[src/hw/rtl/assert_macros.svh]
// ----------------------------------------------------------------------------
// assert_macros.svh
// Assertion shorthands used by the top RTL file of the sort block.
// ----------------------------------------------------------------------------
`ifndef ASSERT_MACROS_SVH
`define ASSERT_MACROS_SVH

// Property must hold at every clock edge outside reset.
`define QSH_ASSERT(lbl, clk, rstn, prop, msg) \
    lbl: assert property (@(posedge clk) disable iff (!(rstn)) (prop)) else $error(msg);

// Consequent must hold in the cycle after the antecedent.
`define QSH_ASSERT_NEXT(lbl, clk, rstn, pre, post, msg) \
    lbl: assert property (@(posedge clk) disable iff (!(rstn)) (pre) |=> (post)) \
        else $error(msg);

`endif

[src/hw/rtl/qsh_pkg.sv]
// ----------------------------------------------------------------------------
// qsh_pkg
// Types and constants shared by the quicksort sequencer and its datapath.
// ----------------------------------------------------------------------------
`timescale 1ns / 1ps
`default_nettype none

package qsh_pkg;

    localparam int QSH_DEPTH      = 64;
    localparam int QSH_DATA_WIDTH = 32;

    typedef enum logic [3:0] {
        ST_COLLECT,
        ST_START,
        ST_POP,
        ST_RANGE,
        ST_KEY,
        ST_SCAN_I,
        ST_SCAN_J,
        ST_SWAP_A,
        ST_SWAP_B,
        ST_PUSH_A,
        ST_PUSH_B,
        ST_OUT_LOAD,
        ST_OUT_HOLD
    } qsh_state_t;

    // element store read address source
    typedef enum logic [2:0] {
        SRD_MID,
        SRD_I,
        SRD_I_INC,
        SRD_J,
        SRD_J_DEC,
        SRD_K,
        SRD_K_INC
    } qsh_srd_t;

    // element store write source
    typedef enum logic [1:0] {
        SWR_IN,
        SWR_I,
        SWR_J
    } qsh_swr_t;

    // range stack write source
    typedef enum logic [1:0] {
        KWR_FULL,
        KWR_UPPER,
        KWR_LOWER
    } qsh_kwr_t;

    typedef struct packed {
        logic in_fire;
        logic in_last;
        logic room;
        logic cnt_ge2;
        logic stk_empty;
        logic range_short;
        logic i_adv;
        logic j_adv;
        logic not_crossed;
        logic swap_more;
        logic upper_ok;
        logic lower_ok;
        logic out_fire;
        logic out_last;
    } qsh_stat_t;

    typedef struct packed {
        logic     in_ready;
        logic     out_valid;
        qsh_srd_t st_rsel;
        logic     st_we;
        qsh_swr_t st_wsel;
        logic     stk_we;
        qsh_kwr_t stk_wsel;
        logic     cnt_inc;
        logic     drop_set;
        logic     sp_inc;
        logic     sp_dec;
        logic     ld_range;
        logic     ld_key;
        logic     i_inc;
        logic     j_dec;
        logic     ld_a;
        logic     ld_b;
        logic     ld_out;
        logic     k_inc;
        logic     clr_set;
    } qsh_ctl_t;

endpackage

`default_nettype wire

[src/hw/rtl/qsh_ram.sv]
// ----------------------------------------------------------------------------
// qsh_ram
// Simple dual-port RAM: one write port, one read port with registered data.
// ----------------------------------------------------------------------------
`timescale 1ns / 1ps
`default_nettype none

module qsh_ram #(
    parameter int WIDTH = 32,
    parameter int DEPTH = 64,
    localparam int AW = (DEPTH > 1) ? $clog2(DEPTH) : 1
) (
    input  wire logic             aclk,
    input  wire logic             we,
    input  wire logic [AW-1:0]    waddr,
    input  wire logic [WIDTH-1:0] wdata,
    input  wire logic [AW-1:0]    raddr,
    output logic      [WIDTH-1:0] rdata
);

    logic [WIDTH-1:0] mem [DEPTH];
    logic [WIDTH-1:0] rdata_reg;

    always_ff @(posedge aclk) begin
        if (we) begin
            mem[waddr] <= wdata;
        end
        rdata_reg <= mem[raddr];
    end

    assign rdata = rdata_reg;

endmodule

`default_nettype wire

[src/hw/rtl/qsh_ctrl.sv]
// ----------------------------------------------------------------------------
// qsh_ctrl
// Sequencer: collect, partition loop over the range stack, and emit.
// ----------------------------------------------------------------------------
`timescale 1ns / 1ps
`default_nettype none

module qsh_ctrl
    import qsh_pkg::*;
(
    input  wire logic      aclk,
    input  wire logic      aresetn,
    input  wire qsh_stat_t stat,
    output qsh_ctl_t       ctl
);

    qsh_state_t state_reg, state_next;

    always_ff @(posedge aclk) begin
        if (!aresetn) begin
            state_reg <= ST_COLLECT;
        end else begin
            state_reg <= state_next;
        end
    end

    always_comb begin
        state_next = state_reg;
        unique case (state_reg)
            ST_COLLECT: begin
                if (stat.in_fire && stat.in_last) begin
                    state_next = ST_START;
                end
            end
            ST_START: begin
                state_next = stat.cnt_ge2 ? ST_POP : ST_OUT_LOAD;
            end
            ST_POP: begin
                state_next = stat.stk_empty ? ST_OUT_LOAD : ST_RANGE;
            end
            ST_RANGE: begin
                state_next = stat.range_short ? ST_POP : ST_KEY;
            end
            ST_KEY: begin
                state_next = ST_SCAN_I;
            end
            ST_SCAN_I: begin
                if (!stat.i_adv) begin
                    state_next = ST_SCAN_J;
                end
            end
            ST_SCAN_J: begin
                if (!stat.j_adv) begin
                    state_next = stat.not_crossed ? ST_SWAP_A : ST_PUSH_A;
                end
            end
            ST_SWAP_A: begin
                state_next = ST_SWAP_B;
            end
            ST_SWAP_B: begin
                state_next = stat.swap_more ? ST_SCAN_I : ST_PUSH_A;
            end
            ST_PUSH_A: begin
                state_next = ST_PUSH_B;
            end
            ST_PUSH_B: begin
                state_next = ST_POP;
            end
            ST_OUT_LOAD: begin
                state_next = ST_OUT_HOLD;
            end
            ST_OUT_HOLD: begin
                if (stat.out_fire) begin
                    state_next = stat.out_last ? ST_COLLECT : ST_OUT_LOAD;
                end
            end
            default: begin
                state_next = ST_COLLECT;
            end
        endcase
    end

    always_comb begin
        ctl = '0;
        ctl.st_rsel  = SRD_K;
        ctl.st_wsel  = SWR_IN;
        ctl.stk_wsel = KWR_FULL;
        unique case (state_reg)
            ST_COLLECT: begin
                ctl.in_ready = 1'b1;
                ctl.st_wsel  = SWR_IN;
                ctl.st_we    = stat.in_fire && stat.room;
                ctl.cnt_inc  = stat.in_fire && stat.room;
                ctl.drop_set = stat.in_fire && !stat.room;
            end
            ST_START: begin
                ctl.stk_wsel = KWR_FULL;
                ctl.stk_we   = stat.cnt_ge2;
                ctl.sp_inc   = stat.cnt_ge2;
                ctl.st_rsel  = SRD_K;
            end
            ST_POP: begin
                // stack read address is sp - 1 at all times
                ctl.sp_dec  = !stat.stk_empty;
                ctl.st_rsel = SRD_K;
            end
            ST_RANGE: begin
                ctl.ld_range = 1'b1;
                ctl.st_rsel  = SRD_MID;
            end
            ST_KEY: begin
                ctl.ld_key  = 1'b1;
                ctl.st_rsel = SRD_I;
            end
            ST_SCAN_I: begin
                if (stat.i_adv) begin
                    ctl.i_inc   = 1'b1;
                    ctl.st_rsel = SRD_I_INC;
                end else begin
                    ctl.ld_a    = 1'b1;
                    ctl.st_rsel = SRD_J;
                end
            end
            ST_SCAN_J: begin
                if (stat.j_adv) begin
                    ctl.j_dec   = 1'b1;
                    ctl.st_rsel = SRD_J_DEC;
                end else begin
                    ctl.ld_b = 1'b1;
                end
            end
            ST_SWAP_A: begin
                ctl.st_we   = 1'b1;
                ctl.st_wsel = SWR_I;
            end
            ST_SWAP_B: begin
                ctl.st_we   = 1'b1;
                ctl.st_wsel = SWR_J;
                ctl.i_inc   = 1'b1;
                ctl.j_dec   = 1'b1;
                ctl.st_rsel = SRD_I_INC;
            end
            ST_PUSH_A: begin
                ctl.stk_wsel = KWR_UPPER;
                ctl.stk_we   = stat.upper_ok;
                ctl.sp_inc   = stat.upper_ok;
            end
            ST_PUSH_B: begin
                ctl.stk_wsel = KWR_LOWER;
                ctl.stk_we   = stat.lower_ok;
                ctl.sp_inc   = stat.lower_ok;
            end
            ST_OUT_LOAD: begin
                ctl.ld_out = 1'b1;
            end
            ST_OUT_HOLD: begin
                ctl.out_valid = 1'b1;
                if (stat.out_fire) begin
                    ctl.k_inc   = !stat.out_last;
                    ctl.clr_set = stat.out_last;
                    ctl.st_rsel = SRD_K_INC;
                end
            end
            default: begin
                ctl.in_ready = 1'b0;
            end
        endcase
    end

endmodule

`default_nettype wire

[src/hw/rtl/quicksort_hoare_block.sv]
// Collects signed values, one item per cycle, until an item with tlast; items
// beyond DEPTH are dropped and flag every result of that set in tuser. The set
// is then sorted in place by quicksort (middle pivot, two-index Hoare
// partition, explicit stack of index ranges) and streamed out ascending, with
// tlast on the largest value. Sorting works through one element-store read
// port whose data is compared against the pivot: a compare reads one element,
// a swap writes the two elements back in turn, and a range popped from the
// stack is dropped if too short to split, else its pivot is read before its
// scans start. Each result is registered before it is offered. Input is not
// ready from the final item until the last result has been taken.
`timescale 1ns / 1ps
`default_nettype none
`include "assert_macros.svh"

// ----------------------------------------------------------------------------
// quicksort_hoare_block
// Element store, range stack and index datapath around the sort sequencer.
// ----------------------------------------------------------------------------
module quicksort_hoare_block
    import qsh_pkg::*;
#(
    parameter int DEPTH      = QSH_DEPTH,
    parameter int DATA_WIDTH = QSH_DATA_WIDTH,
    localparam int TDATA_W   = ((DATA_WIDTH + 7) / 8) * 8
) (
    input  wire logic               aclk,
    input  wire logic               aresetn,
    input  wire logic               s_axis_tvalid,
    output logic                    s_axis_tready,
    input  wire logic [TDATA_W-1:0] s_axis_tdata,   // [DATA_WIDTH-1:0] data_value
    input  wire logic               s_axis_tlast,   // final_item
    output logic                    m_axis_tvalid,
    input  wire logic               m_axis_tready,
    output logic      [TDATA_W-1:0] m_axis_tdata,   // [DATA_WIDTH-1:0] sorted_value
    output logic                    m_axis_tlast,   // final_result
    output logic                    m_axis_tuser    // [0] overflow
);

    localparam int AW = $clog2(DEPTH);
    localparam int CW = $clog2(DEPTH + 1);
    localparam int IW = CW + 1;
    localparam int KW = 2 * CW;

    qsh_stat_t stat;
    qsh_ctl_t  ctl;

    logic [CW-1:0] cnt_reg, cnt_next;
    logic          drop_reg, drop_next;
    logic [CW-1:0] sp_reg, sp_next;
    logic [CW-1:0] k_reg, k_next;
    logic [CW-1:0] lo_reg, lo_next;
    logic [CW-1:0] hi_reg, hi_next;
    logic signed [IW-1:0] i_reg, i_next;
    logic signed [IW-1:0] j_reg, j_next;
    logic [DATA_WIDTH-1:0] key_reg, key_next;
    logic [DATA_WIDTH-1:0] a_reg, a_next;
    logic [DATA_WIDTH-1:0] b_reg, b_next;
    logic [DATA_WIDTH-1:0] out_data_reg, out_data_next;
    logic                  out_last_reg, out_last_next;
    logic                  out_ovf_reg, out_ovf_next;

    logic signed [IW-1:0] lo_s, hi_m1_s, i_p1, j_m1, j_p1;
    logic [CW-1:0]        k_p1, sp_m1;
    logic [CW:0]          mid_sum, mid;
    logic [CW-1:0]        rd_lo, rd_hi;

    logic                  st_we;
    logic [AW-1:0]         st_waddr, st_raddr;
    logic [DATA_WIDTH-1:0] st_wdata, st_rdata;
    logic [KW-1:0]         stk_wdata, stk_rdata;

    qsh_ram #(.WIDTH(DATA_WIDTH), .DEPTH(DEPTH)) u_store (
        .aclk  (aclk),
        .we    (st_we),
        .waddr (st_waddr),
        .wdata (st_wdata),
        .raddr (st_raddr),
        .rdata (st_rdata)
    );

    qsh_ram #(.WIDTH(KW), .DEPTH(DEPTH)) u_stack (
        .aclk  (aclk),
        .we    (ctl.stk_we),
        .waddr (sp_reg[AW-1:0]),
        .wdata (stk_wdata),
        .raddr (sp_m1[AW-1:0]),
        .rdata (stk_rdata)
    );

    qsh_ctrl u_ctrl (
        .aclk    (aclk),
        .aresetn (aresetn),
        .stat    (stat),
        .ctl     (ctl)
    );

    assign lo_s    = $signed({1'b0, lo_reg});
    assign hi_m1_s = $signed({1'b0, hi_reg}) - $signed(IW'(1));
    assign i_p1    = i_reg + $signed(IW'(1));
    assign j_m1    = j_reg - $signed(IW'(1));
    assign j_p1    = j_reg + $signed(IW'(1));
    assign k_p1    = k_reg + CW'(1);
    assign sp_m1   = sp_reg - CW'(1);

    // stack entry: lo in the low half, hi in the high half
    assign rd_lo   = stk_rdata[CW-1:0];
    assign rd_hi   = stk_rdata[KW-1:CW];
    assign mid_sum = {1'b0, rd_lo} + {1'b0, rd_hi} - (CW+1)'(1);
    assign mid     = mid_sum >> 1;

    always_comb begin
        stat.in_fire     = s_axis_tvalid && ctl.in_ready;
        stat.in_last     = s_axis_tlast;
        stat.room        = cnt_reg < CW'(DEPTH);
        stat.cnt_ge2     = cnt_reg >= CW'(2);
        stat.stk_empty   = sp_reg == '0;
        stat.range_short = ({1'b0, rd_lo} + (CW+1)'(1)) >= {1'b0, rd_hi};
        stat.i_adv       = (i_reg < hi_m1_s) && ($signed(st_rdata) < $signed(key_reg));
        stat.j_adv       = (j_reg > lo_s) && ($signed(st_rdata) > $signed(key_reg));
        stat.not_crossed = i_reg <= j_reg;
        stat.swap_more   = i_p1 <= j_m1;
        stat.upper_ok    = (i_reg < hi_m1_s) && (sp_reg < CW'(DEPTH));
        stat.lower_ok    = (j_reg > lo_s) && (sp_reg < CW'(DEPTH));
        stat.out_fire    = m_axis_tready && ctl.out_valid;
        stat.out_last    = out_last_reg;
    end

    always_comb begin
        unique case (ctl.st_rsel)
            SRD_MID:   st_raddr = mid[AW-1:0];
            SRD_I:     st_raddr = i_reg[AW-1:0];
            SRD_I_INC: st_raddr = i_p1[AW-1:0];
            SRD_J:     st_raddr = j_reg[AW-1:0];
            SRD_J_DEC: st_raddr = j_m1[AW-1:0];
            SRD_K:     st_raddr = k_reg[AW-1:0];
            SRD_K_INC: st_raddr = k_p1[AW-1:0];
            default:   st_raddr = k_reg[AW-1:0];
        endcase
    end

    always_comb begin
        st_we = ctl.st_we;
        unique case (ctl.st_wsel)
            SWR_IN: begin
                st_waddr = cnt_reg[AW-1:0];
                st_wdata = s_axis_tdata[DATA_WIDTH-1:0];
            end
            SWR_I: begin
                st_waddr = i_reg[AW-1:0];
                st_wdata = b_reg;
            end
            SWR_J: begin
                st_waddr = j_reg[AW-1:0];
                st_wdata = a_reg;
            end
            default: begin
                st_waddr = cnt_reg[AW-1:0];
                st_wdata = s_axis_tdata[DATA_WIDTH-1:0];
            end
        endcase
    end

    always_comb begin
        unique case (ctl.stk_wsel)
            KWR_FULL:  stk_wdata = {cnt_reg, CW'(0)};
            KWR_UPPER: stk_wdata = {hi_reg, i_reg[CW-1:0]};
            KWR_LOWER: stk_wdata = {j_p1[CW-1:0], lo_reg};
            default:   stk_wdata = {cnt_reg, CW'(0)};
        endcase
    end

    always_comb begin
        cnt_next      = cnt_reg;
        drop_next     = drop_reg;
        sp_next       = sp_reg;
        k_next        = k_reg;
        lo_next       = lo_reg;
        hi_next       = hi_reg;
        i_next        = i_reg;
        j_next        = j_reg;
        key_next      = key_reg;
        a_next        = a_reg;
        b_next        = b_reg;
        out_data_next = out_data_reg;
        out_last_next = out_last_reg;
        out_ovf_next  = out_ovf_reg;

        if (ctl.cnt_inc) begin
            cnt_next = cnt_reg + CW'(1);
        end
        if (ctl.drop_set) begin
            drop_next = 1'b1;
        end
        if (ctl.sp_inc) begin
            sp_next = sp_reg + CW'(1);
        end
        if (ctl.sp_dec) begin
            sp_next = sp_m1;
        end
        if (ctl.k_inc) begin
            k_next = k_p1;
        end
        if (ctl.ld_range) begin
            lo_next = rd_lo;
            hi_next = rd_hi;
            i_next  = $signed({1'b0, rd_lo});
            j_next  = $signed({1'b0, rd_hi}) - $signed(IW'(1));
        end
        if (ctl.i_inc) begin
            i_next = i_p1;
        end
        if (ctl.j_dec) begin
            j_next = j_m1;
        end
        if (ctl.ld_key) begin
            key_next = st_rdata;
        end
        if (ctl.ld_a) begin
            a_next = st_rdata;
        end
        if (ctl.ld_b) begin
            b_next = st_rdata;
        end
        if (ctl.ld_out) begin
            out_data_next = st_rdata;
            out_last_next = k_p1 == cnt_reg;
            out_ovf_next  = drop_reg;
        end
        // last result taken: start the next set
        if (ctl.clr_set) begin
            cnt_next  = '0;
            drop_next = 1'b0;
            sp_next   = '0;
            k_next    = '0;
        end
    end

    always_ff @(posedge aclk) begin
        if (!aresetn) begin
            cnt_reg  <= '0;
            drop_reg <= 1'b0;
            sp_reg   <= '0;
            k_reg    <= '0;
        end else begin
            cnt_reg  <= cnt_next;
            drop_reg <= drop_next;
            sp_reg   <= sp_next;
            k_reg    <= k_next;
        end
    end

    always_ff @(posedge aclk) begin
        lo_reg       <= lo_next;
        hi_reg       <= hi_next;
        i_reg        <= i_next;
        j_reg        <= j_next;
        key_reg      <= key_next;
        a_reg        <= a_next;
        b_reg        <= b_next;
        out_data_reg <= out_data_next;
        out_last_reg <= out_last_next;
        out_ovf_reg  <= out_ovf_next;
    end

    assign s_axis_tready = ctl.in_ready;
    assign m_axis_tvalid = ctl.out_valid;
    assign m_axis_tdata  = TDATA_W'(out_data_reg);
    assign m_axis_tlast  = out_last_reg;
    assign m_axis_tuser  = out_ovf_reg;

    `QSH_ASSERT(a_no_in_during_out, aclk, aresetn,
        !(m_axis_tvalid && s_axis_tready), "input ready while a result is offered")
    `QSH_ASSERT_NEXT(a_last_in_blocks, aclk, aresetn,
        s_axis_tvalid && s_axis_tready && s_axis_tlast, !s_axis_tready,
        "input still ready after final item")
    `QSH_ASSERT_NEXT(a_last_out_clears, aclk, aresetn,
        m_axis_tvalid && m_axis_tready && m_axis_tlast,
        (cnt_reg == '0) && (sp_reg == '0) && !drop_reg,
        "set state not cleared after last result")
    `QSH_ASSERT(a_swap_uncrossed, aclk, aresetn,
        !(ctl.st_we && (ctl.st_wsel == SWR_I)) || (i_reg <= j_reg),
        "swap with crossed indices")

endmodule

`default_nettype wire

[config.mk]
export PLATFORM = sky130hd
export DESIGN_NAME = quicksort_hoare_block
export DESIGN_NICKNAME = d
export VERILOG_FILES = /design/src/hw/rtl/qsh_pkg.sv /design/src/hw/rtl/qsh_ram.sv /design/src/hw/rtl/qsh_ctrl.sv /design/src/hw/rtl/quicksort_hoare_block.sv
export VERILOG_INCLUDE_DIRS = /design/src /design/src/hw/rtl
export SDC_FILE = /design/constraint.sdc
export NUM_CORES = 2
export LEC_CHECK = 0
export BUFFER_PORTS_ARGS = -buffer_cell sky130_fd_sc_hd__buf_4
export CORE_MARGIN = 10
export CORE_UTILIZATION = 40
export CTS_BUF_LIST = sky130_fd_sc_hd__clkbuf_4 sky130_fd_sc_hd__clkbuf_8
export DETAILED_ROUTE_END_ITERATION = 8
export GPL_ROUTABILITY_DRIVEN = 0
export PLACE_DENSITY = 0.66
export RECOVER_POWER = 100
export SYNTH_ARGS = -nofsm -noshare
export SYNTH_HDL_FRONTEND = slang
export SYNTH_SLANG_ARGS = --single-unit
[constraint.sdc]
create_clock -name aclk -period 17.6 [get_ports aclk]
set_input_delay 3.52 -clock aclk [delete_from_list [all_inputs] [get_ports aclk]]
set_output_delay 3.52 -clock aclk [all_outputs]
set_load 0.01 [all_outputs]
== Yosys cells after proc, flatten, opt, wreduce, memory -nomap -nowiden ==
Memory sizes are Yosys's and may differ from the RTL's. A register that Yosys moved wholly into a read port is not among the register bits.
Cells that the tools add are included.

* Bits in registers: 186
* Bits in writable memories: 2944
* Input bits: 37
* Output and inout port bits: 36
* Logic and storage cells: 135
* Memories kept: 2

{| class="wikitable"
|+ Memories
! memory !! depth !! width !! rd ports !! clocked after memory_dff !! wr ports !! RTL line !! source
|-
| u_store.mem || 64 || 32 || 1 || 1 || 1 || qsh_ram.sv:21 || <nowiki>logic [WIDTH-1:0] mem [DEPTH];</nowiki>
|-
| u_stack.mem || 64 || 14 || 1 || 1 || 1 || qsh_ram.sv:21 ||
|}

* $add $sub $neg: 12
* Magnitude comparators: 10
* Eq/ne operators: 26
* Mux-type cells: 49
* Bitwise operators: 1
* Reduce and logical (&&, ||, !) cells: 20

{| class="wikitable"
|+ Operators with widths
! cell !! count
|-
| one-hot mux 32 bit (2 select lines) || 1
|-
| one-hot mux 4 bit (13 select lines) || 1
|-
| 2-to-1 mux 4 bit || 9
|-
| one-hot mux 6 bit (6 select lines) || 1
|-
| > comparator 32 bit || 1
|-
| < comparator 32 bit || 1
|-
| 2-to-1 mux 8 bit || 4
|-
| one-hot mux 14 bit (2 select lines) || 1
|-
| adder 7 x 1 -> 7 bit, second input constant || 3
|-
| equality test 4 bit, second input constant || 5
|-
| 2-to-1 mux 1 bit || 18
|-
| one-hot mux 3 bit (3 select lines) || 2
|-
| one-hot mux 3 bit (6 select lines) || 1
|-
| equality test 4 x 3 -> 1 bit, second input constant || 4
|-
| less-or-equal comparator 8 bit || 2
|-
| subtractor 7 x 1 -> 8 bit, second input constant || 2
|-
| < comparator 7 bit, second input constant || 2
|-
| 2-to-1 mux 7 bit || 2
|-
| subtractor 7 x 1 -> 7 bit, second input constant || 2
|-
| one-hot mux 6 bit (2 select lines) || 1
|-
| logical AND 1 bit || 9
|-
| adder 7 x 1 -> 8 bit, second input constant || 1
|-
| adder 8 x 2 -> 8 bit, second input constant || 1
|-
| equality test 4 x 2 -> 1 bit, second input constant || 2
|-
| 28 further kinds || 42
|}

== Longest topological paths before layout ==
* Depth after elaboration: 7
* Mapped depth: 20
* Mapped depth without buffers: 17

== Hierarchy ==
From an unflattened synthesis, not the netlist that was laid out.

* Cells, all modules: 5945
* Area, all modules: 124259.2 µm²

{| class="wikitable"
|+ By module, submodules not included
! module !! times used !! cells each !! area each (µm²)
|-
| qsh_ram (u_store) || 1 || 3324 || 78515.3
|-
| qsh_ram (u_stack) || 1 || 1571 || 34878.5
|-
| quicksort_hoare_block || 1 || 951 || 10177.3
|-
| qsh_ctrl || 1 || 99 || 688.2
|}

== Worst setup path after synthesis ==
No wires, ideal clock.

* Path kind: input to register
* Start point: input s_axis_tvalid
* End point: memory u_store.mem[21][0], enable pin
* Arrival: 7.217 ns
* Required time: 17.099 ns
* Setup slack: 9.882 ns
* Stages on the path: 5
* Cells stage by stage: nand2_1 > or2_2 > nand2_1 > nand3_1 > nor4_1

* Cells in the longest elaborated chain, start to end: 5

{| class="wikitable"
|+ RTL lines
! item !! RTL line !! source
|-
| start: declaration || quicksort_hoare_block.sv:28 || <nowiki>input wire logic s_axis_tvalid,</nowiki>
|-
| logical AND 1 bit || quicksort_hoare_block.sv:112 || <nowiki>stat.in_fire = s_axis_tvalid && ctl.in_ready;</nowiki>
|-
| logical AND 1 bit || qsh_ctrl.sv:92 || <nowiki>ctl.st_we = stat.in_fire && stat.room;</nowiki>
|-
| one-hot mux 3 bit (3 select lines) || qsh_ctrl.sv:88 || <nowiki>unique case (state_reg)</nowiki>
|-
| 2-to-1 mux 1 bit || qsh_ram.sv:25 || <nowiki>if (we) begin</nowiki>
|-
| 2-to-1 mux 1 bit (not written as such) || qsh_ram.sv:26 || <nowiki>mem[waddr] <= wdata;</nowiki>
|-
| end: declaration || qsh_ram.sv:21 ||
|}

Every way passes these cells.

== Worst setup path in the final report ==
* Start point: register u_store.rdata_reg[24], in the netlist u_store.rdata[24], read port of u_store.mem
* End point: register u_store.rdata_reg[10], in the netlist u_store.rdata[10], read port of u_store.mem

* Cells in the longest elaborated chain, start to end: 6

{| class="wikitable"
|+ RTL lines
! item !! RTL line !! source
|-
| start: declaration || qsh_ram.sv:22 || <nowiki>logic [WIDTH-1:0] rdata_reg;</nowiki>
|-
| > comparator 32 bit / < comparator 32 bit (equally long branches) || quicksort_hoare_block.sv:119, quicksort_hoare_block.sv:118 ||
|-
| logical AND 1 bit, on equally long branches || quicksort_hoare_block.sv:119, quicksort_hoare_block.sv:118 ||
|-
| 2-to-1 mux 1 bit, on equally long branches || qsh_ctrl.sv:125, qsh_ctrl.sv:116 ||
|-
| one-hot mux 3 bit (6 select lines) (*) || qsh_ctrl.sv:88 ||
|-
| equality test 3 bit, or another cell as far along || quicksort_hoare_block.sv:129 || <nowiki>unique case (ctl.st_rsel)</nowiki>
|-
| one-hot mux 6 bit (6 select lines) (*) || quicksort_hoare_block.sv:129 ||
|}

Mark *: on every way between the ends. The rest lies on a longest branch, timed or not.
A chain may end at the register's enable or synchronous reset.

==> out/results.ini <==
[run_status]
outcome = complete, but fails checks
violations = capacitance limit, slew limit

[power_and_ir_drop]
power_per_cell_area_nw_per_um2 = 142
total_power_mw = 19.9
p_leak_nw = 43.7
ir_drop_mv = 0.121

[die]
rows = 205
start_util = 0.402
chipWidth_um = 580
die_h_um = 580
die-area_um2 = 337000
core_area_um2 = 312000
ios = 73

[sta]
min_period_ns = 11.16
fmax_mhz = 89.6
whs_ns = 0.446
final_hold_viol_count = 0
slew_headroom = -1.93
finClkSkew_ns = 0.0853
period_share = 0.634
tightest_slew_ns = 4.39
finalSetupTns_ns = 0
finalSetupViolCount = 0
rsz0062_at_grt = false
drv_slew = 5467

[setup_path]
crit_path_start_kind = flip-flop
slowest_stage = clkbuf_1
end_kind = flip-flop
crit_path_end = u_store.rdata[10]
crit_path_max_fanout = 35
crit_chain = clkbuf_1, ha_1, nand4_1, nor3_1, a221oi_1, o22ai_1, clkbuf_1, a21oi_4, clkbuf_1, a21boi_0, a21o_1, nand3_1, clkbuf_1, o22ai_1, nor4_1, nand4_1
worst-r2r-cell-count = 16
worst-r2r-setup-slack_ns = 6.44
crit_type = reg2reg
arrival_ns = 12.02
worstReg2RegStart = u_store.rdata[24]
cpMostUsedCell = clkbuf_1
worst_ep_required_time_ns = 18.46
max_stage_delay_ns = 2.12
r2r-end = u_store.rdata[10]
cp-startpoint = u_store.rdata[24]

[routing]
drc_errors = 0
drt_first_pass_iters = 8
vias = 72900
drt_iter0_drc = 9364
ant_nets = 0
vias_per_cell = 5.81
wl_mm = 343
post_drt_wl_per_cell_um = 27.3

[clock_tree]
clk_path_buf_depth = 4
postCtsSetupBuffers = 0
cts_tree = built
cts_num_sinks = 3176
htree_levels = 5
holdBufCountCts = 0
clk_pin_slew_ns = 0.07
tritoncts.num_buffers = 467
clock-root-buffer = clkbuf_8
cts-resized-gates = 0
worstSkewPairLatency_ns = 1.05

[synth]
synth-edff-count = 3104
ys_ff_latch = 3176
synth_cell_type_count = 89
synth_most_common_cell = edfxtp_1
yosys.area.top_type = edfxtp_1
netlist_instances = 7647
syn_nets = 7782
yosysWarnings = 0
synth_commonest_cells = 3104 x edfxtp_1, 1059 x nand2_1, 528 x a21oi_1
avgSynthCellArea_um2 = 16.4
synth_area_leaders = edfxtp_1 74%, mux4_2 5.3%, nand2_1 3.2%
asyncSetResetFlopFracSynth = 0
ys.flop_type = edfxtp_1
synth_area_um2 = 126000
synth_top_area_share = 0.742
seq_area_frac_synth = 0.754

[final_layout]
final-instance-count-excl-fill = 12500
register_area_um2 = 94700
multi_input_area_um2 = 29300
nNetsFinal = 8123
largest_register_ffs = 2048
regMostFlops = u_store.mem
reg_top3 = u_store.mem: 2048 flops, u_stack.mem: 896 flops
postLayoutCellArea_um2 = 140000
fill_cells = 26800
syn2layout_area_growth_pct = 11.8
drive_above_1_share = 0.153

[place]
hpwl_mm = 193
place_area_um2 = 132000
dp.cells = 11700
io_buffer_count = 72

[global_route]
antenna_found_initial = 9
grt_pass1_wl_mm = 495
grt_max_degree = 167
grt_usage = 0.194
grt_pass1_vias = 71600
grt-ovfl-total = 0

[hold_path]
hp-class = reg2reg

[run]
maxCapViolations = 131

==> worst max-delay path: cells and delay by family, from the launching register on <==
family,cells,cell delay [ns]
AO/OA/AOI/OAI,6,2.64
adder cells (fa/ha/maj),1,0.39
buffers and inverters,4,5.40
flip-flops,1,0.31
AND/OR/NAND/NOR,5,2.15
==> report_power, final <==
| group | leakage [nW] | total [mW] | internal [mW] | switching, mW |
|---|---|---|---|---|
| clock | 4.88 | 5.82 | 3.02 | 2.80 |
| combinational | 11.3 | 4.72 | 1.26 | 3.46 |
| sequential | 27.4 | 9.33 | 9.11 | 0.220 |
| total | 43.7 | 19.9 | 13.4 | 6.48 |
==> layer usage <==
layer  share of wire  track usage  vias up
li1                -            -    30900
met4           0.046       0.0834        2
met5        0.000038            0        -
met2            0.47        0.312     4184
met3           0.099       0.0373      809
met1            0.39        0.259    37000
==> layout make-up <==
cell class,count,share of cell area
inverters,85,0.00227
clock inverters,199,0.00758
repair buffers,342,0.0128
diodes,7,0.000125
multi-input cells,3916,0.208
well taps,4140,0.0369
clock buffers,672,0.0576
flip-flops and latches,3176,0.674
==> how the worst min path moves through the flow <==
stage / start / to / slack (ns) / cells past startpoint
2_1_floorplan: drop_reg / m_axis_tuser / 0.41 / 0
3_3_place_gp: drop_reg / m_axis_tuser / 0.42 / 0
3_5_place_dp: drop_reg / m_axis_tuser / 0.43 / 0
4_1_cts: drop_reg / m_axis_tuser / 0.45 / 0
5_1_grt: drop_reg / m_axis_tuser / 0.46 / 0
6_report: drop_reg / m_axis_tuser / 0.45 / 0
==> per-stage QoR <==
stage	worst slack, ns	util
global placement	8.28	0.424
detailed placement	8.31	0.424
finish	6.44	0.450
global route	6.11	0.450
floorplan	9.88	-
CTS	9.45	0.453
==> cell families after synthesis <==
kind of cell	synth area share
flops	0.754
simple gates	0.0660
compound gates	0.0710
mux	0.0747
buf+inv	0.0202
fa+ha+maj	0.00982
xor+xnor	0.00453
==> cell usage in the layout (no fill, tap or decap), drive strengths merged, types with 58 or more instances in the layout <==
master / synthesis / final
a211oi: 114 / 114
edfxtp: 3104 / 3104
a21o: 58 / 58
dfxtp: 72 / 72
nand3: 211 / 211
buf: 282 / 109
clkinv: 0 / 174
mux2i: 275 / 275
clkbuf: 188 / 905
a32oi: 135 / 135
nand2: 1059 / 1059
and3: 96 / 96
nand4: 103 / 103
nor2: 241 / 241
inv: 85 / 99
a221oi: 110 / 110
mux4: 294 / 294
a22oi: 93 / 93
ha: 97 / 97
a21oi: 534 / 534
Note: power is estimated with default switching activity, not from simulation.
